## src/design/mpfe_pkg.sv

```systemverilog
// ----------------------------------------------------------------------------
// mpfe_pkg
// shared types and constants of the page framebuffer engine
// ----------------------------------------------------------------------------
package mpfe_pkg;

  localparam int PAGE_ROWS   = 8;
  localparam int PAGE_W      = 5;
  localparam int CNT_W       = 14;
  localparam int QUEUE_DEPTH = 2;

  typedef enum logic [2:0] {
    OP_NONE,
    OP_FILL,
    OP_RECT,
    OP_WRITE,
    OP_READ
  } op_t;

  typedef struct packed {
    op_t               op;
    logic              status;
    logic              color;
    logic [7:0]        data;
    logic [9:0]        address;
    logic [7:0]        x_first;
    logic [7:0]        x_last;
    logic [PAGE_W-1:0] page_first;
    logic [PAGE_W-1:0] page_last;
    logic [7:0]        mask_first;
    logic [7:0]        mask_last;
  } cmd_t;

endpackage

```

## src/design/mpfe_queue.sv

```systemverilog
// ----------------------------------------------------------------------------
// mpfe_queue
// short command queue between front and back
// ----------------------------------------------------------------------------
module mpfe_queue import mpfe_pkg::*; (
  input  logic clk,
  input  logic rst,
  input  logic push,
  input  cmd_t push_cmd,
  output logic full,
  input  logic pop,
  output logic empty,
  output cmd_t pop_cmd
);

  localparam int PW = $clog2(QUEUE_DEPTH);
  localparam int CW = $clog2(QUEUE_DEPTH + 1);

  cmd_t          entries [QUEUE_DEPTH];
  logic [PW-1:0] wr_ptr;
  logic [PW-1:0] rd_ptr;
  logic [CW-1:0] count;

  assign full    = count == CW'(QUEUE_DEPTH);
  assign empty   = count == '0;
  assign pop_cmd = entries[rd_ptr];

  always_ff @(posedge clk) begin
    if (push) begin
      entries[wr_ptr] <= push_cmd;
    end
  end

  always_ff @(posedge clk) begin
    if (rst) begin
      wr_ptr <= '0;
      rd_ptr <= '0;
      count  <= '0;
    end else begin
      if (push) begin
        wr_ptr <= (wr_ptr == PW'(QUEUE_DEPTH - 1)) ? '0 : wr_ptr + PW'(1);
      end
      if (pop) begin
        rd_ptr <= (rd_ptr == PW'(QUEUE_DEPTH - 1)) ? '0 : rd_ptr + PW'(1);
      end
      if (push && !pop) begin
        count <= count + CW'(1);
      end else if (pop && !push) begin
        count <= count - CW'(1);
      end
    end
  end

endmodule

```

## config.mk

```make
export PLATFORM = sky130hd
export DESIGN_NAME = mpfe_queue
export DESIGN_NICKNAME = d
export VERILOG_FILES = /design/src/design/mpfe_pkg.sv /design/src/design/mpfe_queue.sv
export SDC_FILE = /design/constraint.sdc
export NUM_CORES = 1
export LEC_CHECK = 0
export ABC_AREA = 0
export BUFFER_PORTS_ARGS = -buffer_cell sky130_fd_sc_hd__buf_2
export CAP_MARGIN = 20
export CORE_UTILIZATION = 45
export DETAILED_ROUTE_END_ITERATION = 10
export GPL_TIMING_DRIVEN = 1
export PLACE_DENSITY_LB_ADDON = 0.25
export SETUP_SLACK_MARGIN = 0.1
export SYNTH_ARGS = -nofsm -noshare
export SYNTH_HDL_FRONTEND = slang
export SYNTH_SLANG_ARGS = --single-unit
```

## constraint.sdc

```tcl
create_clock -name clk -period 6.02 [get_ports clk]
set_input_delay 1.505 -clock clk [delete_from_list [all_inputs] [get_ports clk]]
set_output_delay 1.505 -clock clk [all_outputs]
set_load 0.005 [all_outputs]
```

After elaboration in Yosys (flattened, before gate mapping)
Memories as Yosys holds them, arrays and structs flattened. A register that Yosys moved wholly into a read port is not among the register bits.
Cells that the tools add are included.
Widths: inputs -> output; s select.
- add/sub/neg operators: 4
- eq/ne operators: 1
- mux-type cells: 8
- reductions and logical operators: 6
- operator list (operator ; number):
    $mux 1 ; 6
    $mux 2 ; 2
    $add 1x1->1 const B ; 2
    $add 2x1->2 const B ; 1
    $eq 2x2->1 const B ; 1
    $logic_and 1x1->1 ; 2
    $logic_not 1->1 ; 2
    $logic_not 2->1 ; 1
    $reduce_bool 2->1 ; 1
    $sub 2x1->2 const B ; 1
- register bits after elaboration: 4
- RAM bits: 130
- input bits: 69
- output and inout port bits: 67
- memories kept: 1
- memory list (name ; depth ; bits a word ; rd ports ; clocked after Yosys merged registers in ; write ports ; RTL line ; source):
    entries ; 2 ; 65 ; 1 ; 1 ; 1 ; mpfe_queue.sv:19 ; cmd_t entries [QUEUE_DEPTH];

Depth between registers and ports, before layout
Gate-level depths: netlist of the first run.
- word-level depth: 4
- gate-level depth with buffers: 5
- gate-level depth less buffers: 5

Worst setup path after synthesis of the first run
Ideal clock, no wire load.
- path type: input port to flip-flop
- from: in push
- to: mem entries[0][0] in the netlist's numbering, enable pin
- setup time: 496 ps
- data arrival time: 4362 ps
- slack: 1162 ps
- stages: 1
- path buffers: 0
- cells stage by stage: nor2b_1
- cells in the longest elaborated chain, start to end: 2
- ends and longest elaborated chain (element ; RTL line ; source):
    start, declared ; mpfe_queue.sv:8 ; input logic push,
    $mux 1 ; mpfe_queue.sv:29 ; if (push) begin
    $mux 1 (not written as such) ; mpfe_queue.sv:30 ; entries[wr_ptr] <= push_cmd;
    end, declared ; mpfe_queue.sv:19 ;
No other way between the ends.

==> results of run 1 <==
-- cells in the mapped netlist --
cell type	instances	area (µm²)
edfxtp_1	130	3900
mux2_2	65	732
buf_6	5	56.3
dfxtp_1	5	100
nor2_1	5	18.8
xnor2_1	2	17.5
xor2_1	2	17.5
a21oi_1	1	5.00
and2_1	1	6.26
and2b_2	1	8.76
buf_2	1	5.00
buf_4	1	7.51
ha_1	1	12.5
inv_1	1	3.75
nor2b_1	1	6.26
o21ai_0	1	5.00
or3_1	1	6.26
-- metal layers --
| layer | part of all wire, % | up-vias | GRT usage (%) |
|---|---|---|---|
| li1 | - | 1183 | - |
| met1 | 42 | 1212 | 17.8 |
| met2 | 49 | 97 | 24.5 |
| met3 | 7.4 | 12 | 5.40 |
| met4 | 1.2 | 0 | 7.53 |
| met5 | 0 | - | 0 |
-- metrics by stage --
| step | setup WS (ns) | instances | hold WS (ns) |
|---|---|---|---|
| global route | 2.26 | 523 | 0.536 |
| detailed placement | 2.45 | 491 | 0.504 |
| finish | 2.39 | 523 | 0.511 |
| CTS | 1.89 | 522 | 0.516 |
| global placement | 2.46 | 490 | 0.483 |
| floorplan | 1.16 | 224 | 0.461 |
-- worst max-delay path, delay by kind of cell, from the launching register on --
kind	cells	cell delay (ns)
buf+inv	2	0.53
mux	1	0.39
flops	1	0.69
-- state kept, by name, summed over array words and instances, names as in the netlist, named ones only --
register / cells
count: 2
entries: 130
wr_ptr: 1
rd_ptr: 1
-- worst min-delay path by stage --
stage	from	to	cells past startpoint
detailed placement	count[1]	count[1]	2
global route	count[1]	count[1]	2
floorplan	count[1]	count[1]	2
CTS	count[1]	count[1]	2
finish	count[1]	count[1]	2
global placement	count[1]	count[1]	2
-- power breakdown --
part / switching, mW / total (mW) / internal, mW
clock: 0.348 / 0.924 / 0.577
sequential: 0.0196 / 1.12 / 1.10
combinational: 0.0914 / 0.200 / 0.108
-- area by class of cell --
type                    count  area, µm²
multi-input cells          81        846
well taps                 136        170
repair buffers            139        738
flip-flops and latches    135       4010
clock inverters            12        111
inverters                   1       3.75
fillers                   807       4170
clock buffers              19        422
-- cells by family (layout without fill, tap and decap cells) --
family | after synthesis | after routing
flops | 135 | 135
buf+inv | 8 | 171
fa+ha+maj | 1 | 1
xor+xnor | 4 | 4
simple gates | 9 | 9
mux | 65 | 65
compound gates | 2 | 2
==> metrics.md, run 1 <==
| Metric | Value |
|---|---|
| PD cells | `356 nW/µm²` |
| Clk_lat worst skew | `about 0.50 ns` |
| Finished Cell Area | `roughly 6300 µm²` |
| Setup TNS | `0 ns` |
| Design Power | `2.24 mW` |
| Setup crit end kind | `primary output` |
| Max Clk Rate | `0.276 GHz` |
| Fin crit period | `3.63 ns` |
| CTS Buf Count | `17` |
| Worst EP arrival | `2.12 ns` |
| I/O pin count | `136` |
| WL final | `8180 µm` |
| Worst-path cell chain | `buf_4 > mux2_2 > buf_2` |
| Clock transition at path regs | `0.06 ns` |
| Leak Pwr | `approximately 2.4 nW` |
| Critical path launch point type | `flop` |
| RSZ-0062 raised after global routing | `false` |
| Syn-to-layout area delta | `28.2%` |
| Finished Core Util | `between 60% and 70%` |
| Worst reg2reg path depth | `3` |
| Cts hold-fix bufs | `0` |
| Placer Congestion | `0.695` |
| Dpl cell area | `between 5000 and 6000 µm²` |
| 1st-iter DRT viols | `80` |
| Final Hold Fails | `0` |
| Worst reg2reg startpoint | `wr_ptr` |
| Status | `complete, no violations` |
| Final worst-path cycle share | `60.2%` |
| CTS tree | `done` |
| Die Area | `11300 µm²` |
| Share of post-route cells with drive strength above 1 | `60.5%` |
| Post-CTS Setup Inserts | `0` |
| Global-route wire length before repair | `12400 µm` |
| Clock root buffer master | `clkbuf_8` |
| R2R Setup Slk | `4.28 ns` |
| Commonest non-fill, non-tap cells in the layout | `buf_2, edfxtp_1, mux2_2, clkbuf_16` |
| CP endpoint | `pop_cmd[51]` |
| Chip height | `106 µm` |
| Worst rel slew slack | `39.6%` |
| FP Rows | `37` |
| Initial antenna violation count | `0` |
| Reg-to-Reg End | `entries[0][8]` |
| Register bit total from synthesis | `roughly 140` |
| Worst IR drop on VDD | `0.170 mV` |
| Max clock buf depth | `2` |
| Mapped Cells | `224` |
| Largest family of logic cells by synthesized area | `multiplexers` |
| Multiplexer area fraction after synthesis | `roughly 15%` |
| DRT antenna net count | `0` |
| # H-tree levels | `4` |
| Post-synthesis xor/xnor area fraction | `less than 1%` |
| Skew final | `0.00539 ns` |
| CP peak stage delay | `0.69 ns` |
| Maxcap violations | `0` |
| Sequential-to-total area share from yosys stat | `81.5%` |
| Slew Limit Fails | `0` |
| WL/cell | `between 15 and 20 µm` |
| Critical path class | `flop to primary output` |
| Core ar. | `10500 µm²` |
| CTS resizes | `0` |
| Vias per cell | `4.79` |
| Crit Path Max Fanout | `22` |
| Post-Synth Simple-Gate Area | `less than 1%` |
| Syn_nets | `294` |
| N_diodes | `0` |
| Gr ovfl total | `0` |
| Hold WC Path Type | `flop to flop` |
| Via count | `2504` |
| Final nets | `445` |
| Yosys warning total | `0` |
| Synthesized area per cell | `21.9 µm²` |
| Critical path's slowest cell | `dfxtp_2` |
| Vias in the first global route | `2597` |
| Largest net degree at the start of global routing | `between 60 and 70` |
| Initial Util | `~47%` |
| Commonest non-fill, non-tap cell in the layout | `buf_2` |
| Clock Sinks | `135` |
| Distinct cells, synth | `17` |
| Worst Path Required | `4.51 ns` |
| Worst-Margin Slew | `slightly above 0.9 ns` |
| Final setup fails | `0` |
| Synth Area in Compound Gates | `0.204%` |
| Port Buffer Count | `135` |
| Die Width | `106 µm` |
| Overall Global Routing Usage | `15.1%` |
| Post-DP HPWL | `a little over 5000 µm` |
| Post-Synth Adder-Cell Area | `less than 1%` |
| Post-Syn Area | `4910 µm²` |
| Detailed-router iteration count before antenna repair | `4` |
| # DRC | `0` |
No activity file was read; power rests on OpenSTA's default activity.
==> run 2, diff against run 1 <==
==> constraint.sdc (replaced) <==
create_clock -name clk -period 2.95 [get_ports clk]
set_input_delay 0.7375 -clock clk [delete_from_list [all_inputs] [get_ports clk]]
set_output_delay 0.7375 -clock clk [all_outputs]
set_load 0.005 [all_outputs]
==> metrics.md, run 2 (synthesized netlist as in run 1, its figures left out) <==
| Metric | Value |
|---|---|
| Combinational group share of total power | `8.6%` |
| Clock Sinks | `135` |
| Port Buffer Count | `135` |
| Clock share of power | `~44%` |
| Worst Path Required | `2.21 ns` |
| Crit Path Max Fanout | `35` |
| Worst rel slew slack | `62.9%` |
| Initial Util | `47.0%` |
| Worst EP arrival | `around 1.8 ns` |
| Syn-to-layout area delta | `29.4%` |
| CTS tree | `done` |
| FP Rows | `37` |
| Hold WC Path Type | `input pin to flop` |
| RSZ-0062 raised after global routing | `false` |
| Post-DP HPWL | `just over 5000 µm` |
| Top Registers | `entries x130, count x2` |
| PD cells | `roughly 760 nW/µm²` |
| Final worst hold slack | `0.423 ns` |
| Vias per cell | `roughly 4.8` |
| Commonest non-fill, non-tap cell in the layout | `buf_2` |
| Commonest non-fill, non-tap cells in the layout | `buf_2, edfxtp_1, mux2_2, clkbuf_16` |
| Design Power | `4.82 mW` |
| CTS Buf Count | `17` |
| Chip height | `106 µm` |
| Placer Congestion | `0.638` |
| Initial antenna violation count | `0` |
| GR Util met1 | `18.6%` |
| Cts hold-fix bufs | `0` |
| Core ar. | `~10000 µm²` |
| # DRC | `0` |
| Setup TNS | `0 ns` |
| Sequential cell area | `4010 µm²` |
| Die Area | `11300 µm²` |
| Clock transition at path regs | `0.06 ns` |
| Clock root buffer master | `clkbuf_8` |
| Max Clk Rate | `0.401 GHz` |
| Grt met2 use | `23.2%` |
| Maxcap violations | `0` |
| Fillers | `815` |
| M3 GR Usage | `around 5.9%` |
| WL/cell | `15.4 µm` |
| Overall Global Routing Usage | `15.2%` |
| DP Cell Count | `approximately 500` |
| Clk_lat worst skew | `0.50 ns` |
| Seq pwr share | `47.0%` |
| Fin crit period | `2.50 ns` |
| Skew final | `0.00423 ns` |
| Final nets | `approximately 450` |
| 1st-iter DRT viols | `81` |
| Final std cells w/o fill | `~520` |
| Setup crit end kind | `primary output` |
| Worst IR drop on VDD | `0.372 mV` |
| Share of post-route cells with drive strength above 1 | `60.3%` |
| Final worst-path cycle share | `between 80% and 90%` |
| Int Power | `3.89 mW` |
| Leak Pwr | `2.42 nW` |
| Post-CTS Setup Inserts | `0` |
| N_diodes | `0` |
| Critical path launch point type | `flop` |
| CTS resizes | `0` |
| Detailed-router iteration count before antenna repair | `4` |
| P_sw | `927 µW` |
| Reg with most FFs | `entries` |
| Vias in the first global route | `2579` |
| Critical path class | `flop to primary output` |
| Busiest grt layer | `met2` |
| Status | `complete, no violations` |
| # H-tree levels | `4` |
| Max clock buf depth | `2` |
| I/O pin count | `about 140` |
| Gr ovfl total | `0` |
| Area of the multi-input gates | `846 µm²` |
| Largest net degree at the start of global routing | `45` |
| WL final | `8090 µm` |
| DRT antenna net count | `0` |
| Final Hold Fails | `0` |
| Via count | `roughly 2500` |
| Final setup fails | `0` |
| Global-route wire length before repair | `12500 µm` |
| Sw frac | `19.2%` |
| Max FFs per register | `130` |
| Worst-Margin Slew | `0.557 ns` |
| Die Width | `106 µm` |
| Slew Limit Fails | `0` |
==> run 2: through the flow <==
stage	util, %	area, µm²	setup WS [ns]
2_1_floorplan	-	4920	0.258
3_3_place_gp	55.0	5750	0.931
3_5_place_dp	55.0	5750	0.927
4_1_cts	60.7	6350	0.377
5_1_grt	60.7	6350	0.345
6_report	60.7	6350	0.454
==> run 2: cell type report <==
cell class	instances	share of cell area, %
Inverter	1	0.0591
Timing Repair Buffer	140	11.4
Clock inverter	12	2.87
Sequential cell	135	63.0
Multi-Input combinational cell	81	13.3
Clock buffer	19	6.64
Tap cell	136	2.68
==> run 2: worst paths after layout <==
| check | from | end | slack [ns] | depth (start not counted) |
|---|---|---|---|---|
| worst max register to register | wr_ptr | entries[1][61] | 1.51 | 2 |
| worst max-delay path | flop | pop_cmd[44] | 0.45 | 3 |
| worst min register to register | rd_ptr | flop | 0.51 | 2 |
| worst min-delay path | push_cmd[50] | entries[1][50] | 0.42 | 1 |
==> run 2: layer usage <==
| metal | wire length, µm | up-vias |
|---|---|---|
| met4 | 139 | 0 |
| li1 | - | 1179 |
| met3 | 615 | 12 |
| met5 | 0 | - |
| met1 | 3370 | 1213 |
| met2 | 3960 | 97 |
==> run 2: critical path, cell delays in order (launching register included) <==
cell and delay (ns):
dfxtp_2 0.32, buf_4 0.39, mux2_2 0.41, buf_2 0.13
==> run 2: power by group through the flow <==
stage / Combinational [mW] / Clock (mW) / Sequential (mW)
floorplan: 0.233 / 0 / 2.30
global placement: 0.416 / 0 / 2.30
detailed placement: 0.422 / 0 / 2.31
CTS: 0.425 / 2.18 / 2.27
global route: 0.454 / 2.28 / 2.27
finish: 0.413 / 2.14 / 2.26
