[src/design/mpfe_pkg.sv]
// ----------------------------------------------------------------------------
// mpfe_pkg
// shared types and constants of the page framebuffer engine
// ----------------------------------------------------------------------------
package mpfe_pkg;

  localparam int PAGE_ROWS   = 8;
  localparam int PAGE_W      = 5;
  localparam int CNT_W       = 14;
  localparam int QUEUE_DEPTH = 2;

  typedef enum logic [2:0] {
    OP_NONE,
    OP_FILL,
    OP_RECT,
    OP_WRITE,
    OP_READ
  } op_t;

  typedef struct packed {
    op_t               op;
    logic              status;
    logic              color;
    logic [7:0]        data;
    logic [9:0]        address;
    logic [7:0]        x_first;
    logic [7:0]        x_last;
    logic [PAGE_W-1:0] page_first;
    logic [PAGE_W-1:0] page_last;
    logic [7:0]        mask_first;
    logic [7:0]        mask_last;
  } cmd_t;

endpackage

[src/design/mpfe_front.sv]
// ----------------------------------------------------------------------------
// mpfe_front
// accepts commands, checks ranges, clips rectangles and builds queue entries
// ----------------------------------------------------------------------------
module mpfe_front import mpfe_pkg::*; #(
  parameter int DISP_WIDTH  = 128,
  parameter int DISP_HEIGHT = 64
) (
  input  logic       in_valid,
  output logic       in_ready,
  input  logic [2:0] func,
  input  logic [7:0] x,
  input  logic [7:0] y,
  input  logic [7:0] width,
  input  logic [7:0] height,
  input  logic       color,
  input  logic [9:0] address,
  input  logic [7:0] data,
  input  logic       q_full,
  input  logic       clearing,
  output logic       push,
  output cmd_t       cmd
);

  localparam int STORE_BYTES = DISP_WIDTH * ((DISP_HEIGHT + PAGE_ROWS - 1) / PAGE_ROWS);

  localparam logic [2:0] FUNC_FILL  = 3'd0;
  localparam logic [2:0] FUNC_PIXEL = 3'd1;
  localparam logic [2:0] FUNC_RECT  = 3'd2;
  localparam logic [2:0] FUNC_WRITE = 3'd3;
  localparam logic [2:0] FUNC_READ  = 3'd4;

  localparam logic [8:0] X_LIM = 9'(DISP_WIDTH - 1);
  localparam logic [8:0] Y_LIM = 9'(DISP_HEIGHT - 1);

  logic       start_oob;
  logic       addr_oob;
  logic [8:0] x_end;
  logic [8:0] y_end;
  logic [7:0] x_clip;
  logic [7:0] y_clip;
  logic [7:0] y_last;

  assign in_ready = !q_full && !clearing;
  assign push     = in_valid && in_ready;

  assign start_oob = ({1'b0, x} > X_LIM) || ({1'b0, y} > Y_LIM);
  assign addr_oob  = CNT_W'(address) >= CNT_W'(STORE_BYTES);
  assign x_end     = {1'b0, x} + {1'b0, width} - 9'd1;
  assign y_end     = {1'b0, y} + {1'b0, height} - 9'd1;
  assign x_clip    = (x_end > X_LIM) ? X_LIM[7:0] : x_end[7:0];
  assign y_clip    = (y_end > Y_LIM) ? Y_LIM[7:0] : y_end[7:0];
  assign y_last    = (func == FUNC_RECT) ? y_clip : y;

  always_comb begin
    cmd            = '0;
    cmd.op         = OP_NONE;
    cmd.color      = color;
    cmd.data       = data;
    cmd.address    = address;
    cmd.x_first    = x;
    cmd.x_last     = (func == FUNC_RECT) ? x_clip : x;
    cmd.page_first = y[7:3];
    cmd.page_last  = y_last[7:3];
    cmd.mask_first = 8'hFF << y[2:0];
    cmd.mask_last  = 8'hFF >> (3'd7 - y_last[2:0]);
    case (func)
      FUNC_FILL: begin
        cmd.op = OP_FILL;
      end
      FUNC_PIXEL: begin
        if (start_oob) begin
          cmd.status = 1'b1;
        end else begin
          cmd.op = OP_RECT;
        end
      end
      FUNC_RECT: begin
        if (start_oob) begin
          cmd.status = 1'b1;
        end else if (width != 8'd0 && height != 8'd0) begin
          cmd.op = OP_RECT;
        end
      end
      FUNC_WRITE: begin
        if (addr_oob) begin
          cmd.status = 1'b1;
        end else begin
          cmd.op = OP_WRITE;
        end
      end
      FUNC_READ: begin
        if (addr_oob) begin
          cmd.status = 1'b1;
        end else begin
          cmd.op = OP_READ;
        end
      end
      default: begin
        cmd.op = OP_NONE;
      end
    endcase
  end

endmodule

[config.mk]
export PLATFORM = sky130hd
export DESIGN_NAME = mpfe_front
export DESIGN_NICKNAME = d
export VERILOG_FILES = /design/src/design/mpfe_pkg.sv /design/src/design/mpfe_front.sv
export SDC_FILE = /design/constraint.sdc
export NUM_CORES = 1
export LEC_CHECK = 0
export ABC_AREA = 1
export BUFFER_PORTS_ARGS = -buffer_cell sky130_fd_sc_hd__buf_2
export CORE_MARGIN = 8
export CORE_UTILIZATION = 48
export DETAILED_ROUTE_END_ITERATION = 6
export PLACE_DENSITY = 0.95
export SLEW_MARGIN = 0
export SYNTH_ARGS = -nofsm -noshare
export SYNTH_HDL_FRONTEND = slang
export SYNTH_SLANG_ARGS = --single-unit
export TNS_END_PERCENT = 10
[constraint.sdc]
create_clock -name vclk -period 4
set_input_delay 0.4 -clock vclk [all_inputs]
set_output_delay 0.4 -clock vclk [all_outputs]
set_load 0.02 [all_outputs]
## After elaboration in Yosys (flattened, before gate mapping)

Index checks and enable logic that the tools add are counted.

- Add/sub/neg operators: 5
- Order comparisons: 4
- Eq/ne operators: 4
- Shift operators: 2
- Multiplexer cells: 10
- Reductions and logical operators: 10

Operators with widths:

| operator | number |
|---|---|
| 2-to-1 mux 8 bit | 4 |
| adder 8 x 8 -> 9 bit | 2 |
| subtractor 9 x 1 -> 9 bit, second input constant | 2 |
| nonzero test 8 bit | 2 |
| one-hot mux 3 bit (5 select lines) | 1 |
| greater-than comparator 9 x 6 -> 1 bit, second input constant | 1 |
| greater-than comparator 9 x 7 -> 1 bit, second input constant | 1 |
| greater-than comparator 8 x 6 -> 1 bit, second input constant | 1 |
| greater-than comparator 8 x 7 -> 1 bit, second input constant | 1 |
| left shift 8 x 3 -> 8 bit, first input constant | 1 |
| right shift 8 x 3 -> 8 bit, first input constant | 1 |
| == test 3 x 2 -> 1 bit, second input constant | 2 |
| 2-to-1 mux 2 bit | 2 |
| == test 3 x 1 -> 1 bit, second input constant | 1 |
| == test 3 bit, second input constant | 1 |
| logical AND 1 bit | 3 |
| logical NOT 3 bit | 1 |
| 2-to-1 mux 3 bit | 1 |
| subtractor 3 bit, first input constant | 1 |
| logical NOT 1 bit | 2 |
| 2-to-1 mux 1 bit | 2 |
| OR reduction 2 bit | 1 |
| logical OR 1 bit | 1 |

- Register bits after elaboration: 0
- Input bits: 57
- Output and inout bits: 67

## Depth between registers and ports, before layout

Gate-level depths: netlist of run 1.

- Depth in word-level cells: 7
- Depth in mapped cells: 16
- Depth with buffers taken out: 16

## Worst setup path before layout of run 1

Ideal clock, no wire load.

- Path kind: in2out
- From: in y[1]
- To: out cmd[7] in the netlist's numbering
- Arrival: 2.312 ns
- Path slack: 1.288 ns
- Cell stages on the path: 15
- Buffers on the path: 0
- Cells stage by stage: inv_1 ha_1 inv_1 ha_1 inv_1 fa_1 inv_1 nand2_1 nand4_1 nand2_2 nand3_4 nor2_1 nor2_1 nand2_1 nor2_1

RTL lines:

| item | RTL line | text |
|---|---|---|
| start, declared | mpfe_front.sv:13 | `input logic [7:0] y,` |
| end, declared | mpfe_front.sv:22 | `output cmd_t cmd` |

==> results.sh, run 1 <==
export IMPL_fmax_mhz=326
export IMPL_cp_slowest_stage_delay_ns=0.46
export IMPL_hold_path_class="input port to primary output"
export IMPL_routed_wl_um=5000
export IMPL_drv_cap=0
export IMPL_finalCritPeriodShare_pct=76.6
export IMPL_grt_pass1_wl_um=8380
export IMPL_die_width_um=77.6
export IMPL_grt_pass1_vias=1977
export IMPL_fin_nets=462
export IMPL_dp_hpwl_um=4430
export IMPL_holdBufCountCts=0
export IMPL_dieArea_um2=6030
export IMPL_grt_max_degree=17
export IMPL_drt_wirelength_per_cell_um=11.9
export IMPL_routabilityCongestion=0.857
export IMPL_required_ns=3.60
export IMPL_n_clock_buffer=0
export IMPL_vdd_drop_max_uv=82.6
export IMPL_pre_cts_ws_ns=0.924
export IMPL_drc=0
export IMPL_post_cts_setup_buffer_count=0
export IMPL_setup_tns_ns=0
export IMPL_hold_violations=0
export IMPL_syn_avg_cell_area_um2=5.68
export IMPL_rows=22
export IMPL_synthesis_area_um2=1820
export IMPL_die_h_um=77.6
export IMPL_io_pin_count=124
export IMPL_finalMaxSlewViolations=0
export IMPL_powerDensity_nw_per_um2=167
export IMPL_grt_overflow_total=0
export IMPL_path_buf_inv=6
export IMPL_ant_nets=0
export IMPL_postCtsResizedCells=0
export IMPL_drt_first_pass_iters=4
export IMPL_area_sequential_um2=0
export IMPL_setup_slack_ns=0.934
export IMPL_ys_seq_area_share_pct=0
export IMPL_p_leak_uw=0.00140
export IMPL_initial_core_util_pct=49.8
export IMPL_coreArea_um2=3660
export IMPL_final_common_cell="inv_1"
export IMPL_endpoint_kind="primary output"
export IMPL_worstPathCellList="buf_2, inv_1, ha_1, inv_1, ha_1, inv_1, fa_1, inv_1, nand2_1, nand3_1, nand2_1, nand2_2, nand3_4, o21ai_4, nand3_2, buf_2"
export IMPL_drt_iter0_drc=72
export IMPL_vias_per_cell=4.80
export IMPL_setup_violations=0
export IMPL_synth_distinct_cells=30
export IMPL_seq_cells=0
export IMPL_cpMaxStageDelayCell="fa_1"
export IMPL_critPathKind="input port to primary output"
export IMPL_syn_to_final_growth_pct=12.5
export IMPL_final_cell_mix="inv_1 (101), buf_2 (84), nand2_1 (54)"
export IMPL_drive_above_1_share_pct=25.9
export IMPL_rsz0062_at_grt="false"
export IMPL_yosys_warnings=0
export IMPL_outcome="completed"
export IMPL_grt_use_total_pct=15.7
export IMPL_timing_final_crit_period_ns=3.07
export IMPL_antenna_found_initial=0
export IMPL_syn_inst=321
export IMPL_path_max_fanout=7
export IMPL_route_vias_total=2011
export IMPL_startpoint_type="input port"
export IMPL_diodes=0
export IMPL_critPathMostFrequentCell="inv_1"
export IMPL_portBuffers=84
export IMPL_arrival_ns=2.67
export IMPL_path_delay_family="adder cells"
-- final timing paths --
kind / from / endpoint / cells after the start
setup / recovery: y[1] / cmd[1] / 16
hold / removal: address[4] / cmd[46] / 0
-- Yosys cell counts --
library cell	instances	share of area [%]
buf_2	1	0.27
ha_1	30	21
inv_2	1	0.21
o211ai_1	1	0.41
a21o_1	1	0.41
o21ai_2	1	0.48
xor2_1	3	1.4
a31oi_1	2	0.69
o21ai_4	1	0.89
o21bai_1	1	0.41
fa_1	2	2.2
nand3_1	18	4.9
nor3_1	2	0.55
nand3b_1	1	0.41
or2_2	2	0.69
nand3_4	1	0.96
conb_1	1	0.21
nor2_1	18	3.7
o221ai_1	1	0.48
inv_1	101	21
nand2_1	54	11
a21oi_1	14	3.8
o21ai_0	11	3.0
nand2_2	3	1.0
buf_4	34	14
xnor2_1	3	1.4
nor3b_1	1	0.41
nand4_1	9	3.1
clkbuf_1	1	0.21
nand3_2	2	1.1
-- layout make-up --
cell class	instances	area (um^2)
well taps	48	60.1
fillers	369	1610
inverters	102	383
multi-input cells	184	1180
repair buffers	85	428
-- logic make-up (layout without fill, tap and decap cells) --
| group | count (synthesis) | after routing | synth area share (%) |
|---|---|---|---|
| adders and majority gates | 32 | 32 | 22.8 |
| AOI/OAI and AO/OA | 33 | 33 | 10.6 |
| other | 1 | 2 | 0.206 |
| and+or+nand+nor | 111 | 111 | 28.0 |
| xor gates and xnor gates | 6 | 6 | 2.88 |
| buffers and inverters | 138 | 187 | 35.5 |
-- where the power goes --
part	switching (uW)	internal, uW
logic	218	125
registers	0	0
clock network	0	0
-- through the flow --
step           hold WS [ns]  instance area, um^2  utilization, %  power [uW]  cells
2_1_floorplan         0.875                 1830               -         281    322
3_3_place_gp          0.800                 2050            56.0         329    419
3_5_place_dp          0.800                 2050            56.0         343    419
4_1_cts               0.800                 2050            56.0         345    419
5_1_grt               0.800                 2050            56.0         388    419
6_report              0.800                 2050            56.0         343    419
-- routing by layer --
layer / vias to the layer above / GRT usage [%] / wire length, um
li1: 1035 / - / -
met1: 888 / 17.2 / 2060
met2: 79 / 30.7 / 2510
met3: 9 / 3.00 / 343
met4: 0 / 2.45 / 80
met5: - / 0 / 0
No activity file was read; power rests on OpenSTA's default activity.
==> inputs of run 2 (changes only) <==
--- a/config.mk
+++ b/config.mk
@@ -8,9 +8,9 @@
 export ABC_AREA = 1
 export BUFFER_PORTS_ARGS = -buffer_cell sky130_fd_sc_hd__buf_2
 export CORE_MARGIN = 8
-export CORE_UTILIZATION = 48
+export CORE_UTILIZATION = 40
 export DETAILED_ROUTE_END_ITERATION = 6
-export PLACE_DENSITY = 0.95
+export PLACE_DENSITY = 0.85
 export SLEW_MARGIN = 0
 export SYNTH_ARGS = -nofsm -noshare
 export SYNTH_HDL_FRONTEND = slang
==> constraint.sdc (replaced) <==
create_clock -name vclk -period 2.5
set_input_delay 0.25 -clock vclk [all_inputs]
set_output_delay 0.25 -clock vclk [all_outputs]
set_load 0.02 [all_outputs]
==> results.sh, run 2 (synthesized netlist as in run 1, its figures left out) <==
export IMPL_holdBufCountCts=0
export IMPL_grt_util_met3_pct=3.71
export IMPL_die_h_um=83.5
export IMPL_powerDensity_nw_per_um2=284
export IMPL_critPathKind="input port to primary output"
export IMPL_io_pin_count=124
export IMPL_final_cell_mix="inv_1 (87), buf_2 (69), nand2_1 (49)"
export IMPL_drt_iter0_drc=144
export IMPL_final_common_cell="inv_1"
export IMPL_vdd_drop_max_uv=132
export IMPL_setup_violations=0
export IMPL_dp_hpwl_um=4340
export IMPL_power_uw=702
export IMPL_share_comb_of_total_power_pct=100.0
export IMPL_post_route_util_pct=56.4
export IMPL_routed_wl_um=5910
export IMPL_drive_above_1_share_pct=40.5
export IMPL_pre_cts_ws_ns=-0.133
export IMPL_fin_cells=435
export IMPL_antenna_found_initial=0
export IMPL_die_width_um=83.5
export IMPL_setup_slack_ns=0.0472
export IMPL_n_clock_buffer=0
export IMPL_p_int_uw=289
export IMPL_startpoint_type="input port"
export IMPL_holdPathStages=0
export IMPL_outcome="completed"
export IMPL_min_from="address[6]"
export IMPL_syn_to_final_growth_pct=35.7
export IMPL_p_sw_uw=413
export IMPL_vias_per_cell=4.88
export IMPL_arrival_ns=2.20
export IMPL_endpoint_kind="primary output"
export IMPL_portBuffers=84
export IMPL_grt_max_degree=15
export IMPL_routabilityCongestion=0.901
export IMPL_p_sw_share_pct=58.8
export IMPL_p_leak_uw=0.00149
export IMPL_holdWs_ns=0.500
export IMPL_fmax_mhz=408
export IMPL_grt_overflow_total=0
export IMPL_p_clk_share_pct=0
export IMPL_required_ns=2.25
export IMPL_drt_wirelength_per_cell_um=13.6
export IMPL_fillers=414
export IMPL_coreArea_um2=4380
export IMPL_fin_nets=474
export IMPL_placed_cells=430
export IMPL_area_sequential_um2=0
export IMPL_route_vias_total=2124
export IMPL_dieArea_um2=6970
export IMPL_finalCritPeriodShare_pct=98.1
export IMPL_timing_final_crit_period_ns=2.45
export IMPL_busiest_layer="met2"
export IMPL_grt_pass1_vias=2062
export IMPL_ant_nets=0
export IMPL_seqPwrFrac_pct=0
export IMPL_seq_cells=0
export IMPL_drt_first_pass_iters=4
export IMPL_hold_path_class="input port to primary output"
export IMPL_grt_pass1_wl_um=8440
export IMPL_diodes=0
export IMPL_hold_violations=0
export IMPL_grt_use_met2_pct=25.5
export IMPL_met1_usage_pct=14.6
export IMPL_finalMaxSlewViolations=0
export IMPL_drv_cap=0
export IMPL_path_max_fanout=7
export IMPL_initial_core_util_pct=41.6
export IMPL_holdPathEnd="cmd[48]"
export IMPL_grt_use_total_pct=13.4
export IMPL_rows=24
export IMPL_drc=0
-- run 2: cell count changes in the layout (fill, tap and decap cells not counted), sizes merged --
cell  previous run  this run
buf             85        97
-- run 2: timing repair --
action                                  4_1_cts  5_1_grt
setup buffers                                 1        4
endpoints found under the setup margin       17       17
resized for setup                            10       76
pin swaps                                     4       21
-- run 2: area by class of cell --
| class | count | area (um^2) | share of cell area (%) |
|---|---|---|---|
| Inverter | 102 | 390 | 15.8 |
| Multi-Input combinational cell | 184 | 1420 | 57.3 |
| Tap cell | 52 | 65.1 | 2.63 |
| Timing Repair Buffer | 97 | 601 | 24.3 |
-- run 2: worst max-delay path: stages --
cell     delay (ns)
buf_6          0.10
inv_4          0.06
ha_4           0.20
inv_2          0.06
ha_4           0.12
inv_2          0.03
fa_2           0.37
inv_2          0.08
nand2_2        0.06
nand3_2        0.06
nand2_2        0.05
nand2_2        0.09
nand3_4        0.15
o21ai_4        0.26
nand2_1        0.09
buf_2          0.16
-- run 2: worst max path at each step --
stage | start | endpoint | slack [ns]
floorplan | y[1] | cmd[7] | 0.09
global placement | y[1] | cmd[1] | -0.06
detailed placement | y[1] | cmd[5] | -0.13
CTS | y[1] | cmd[1] | -0.02
global route | height[1] | cmd[7] | -0.08
finish | height[1] | cmd[3] | 0.05
-- run 2: per-stage QoR --
step	instance area, um^2	setup TNS (ns)
final	2470	0
after global routing	2470	-0.663
after CTS	2140	-0.0488
after detailed placement	2110	-1.49
after global placement	2110	-0.614
after floorplan	1830	0
-- run 2: power by group through the flow --
stage                     logic (uW)  clock network (uW)  registers, uW
final                            702                   0              0
after global routing             776                   0              0
after CTS                        565                   0              0
after detailed placement         550                   0              0
after global placement           536                   0              0
after floorplan                  450                   0              0
-- run 2: routing by layer --
layer	part of all wire, %	wire, um
met2	52	3070
met1	37	2200
met5	0	0
met4	2.2	128
met3	8.8	518
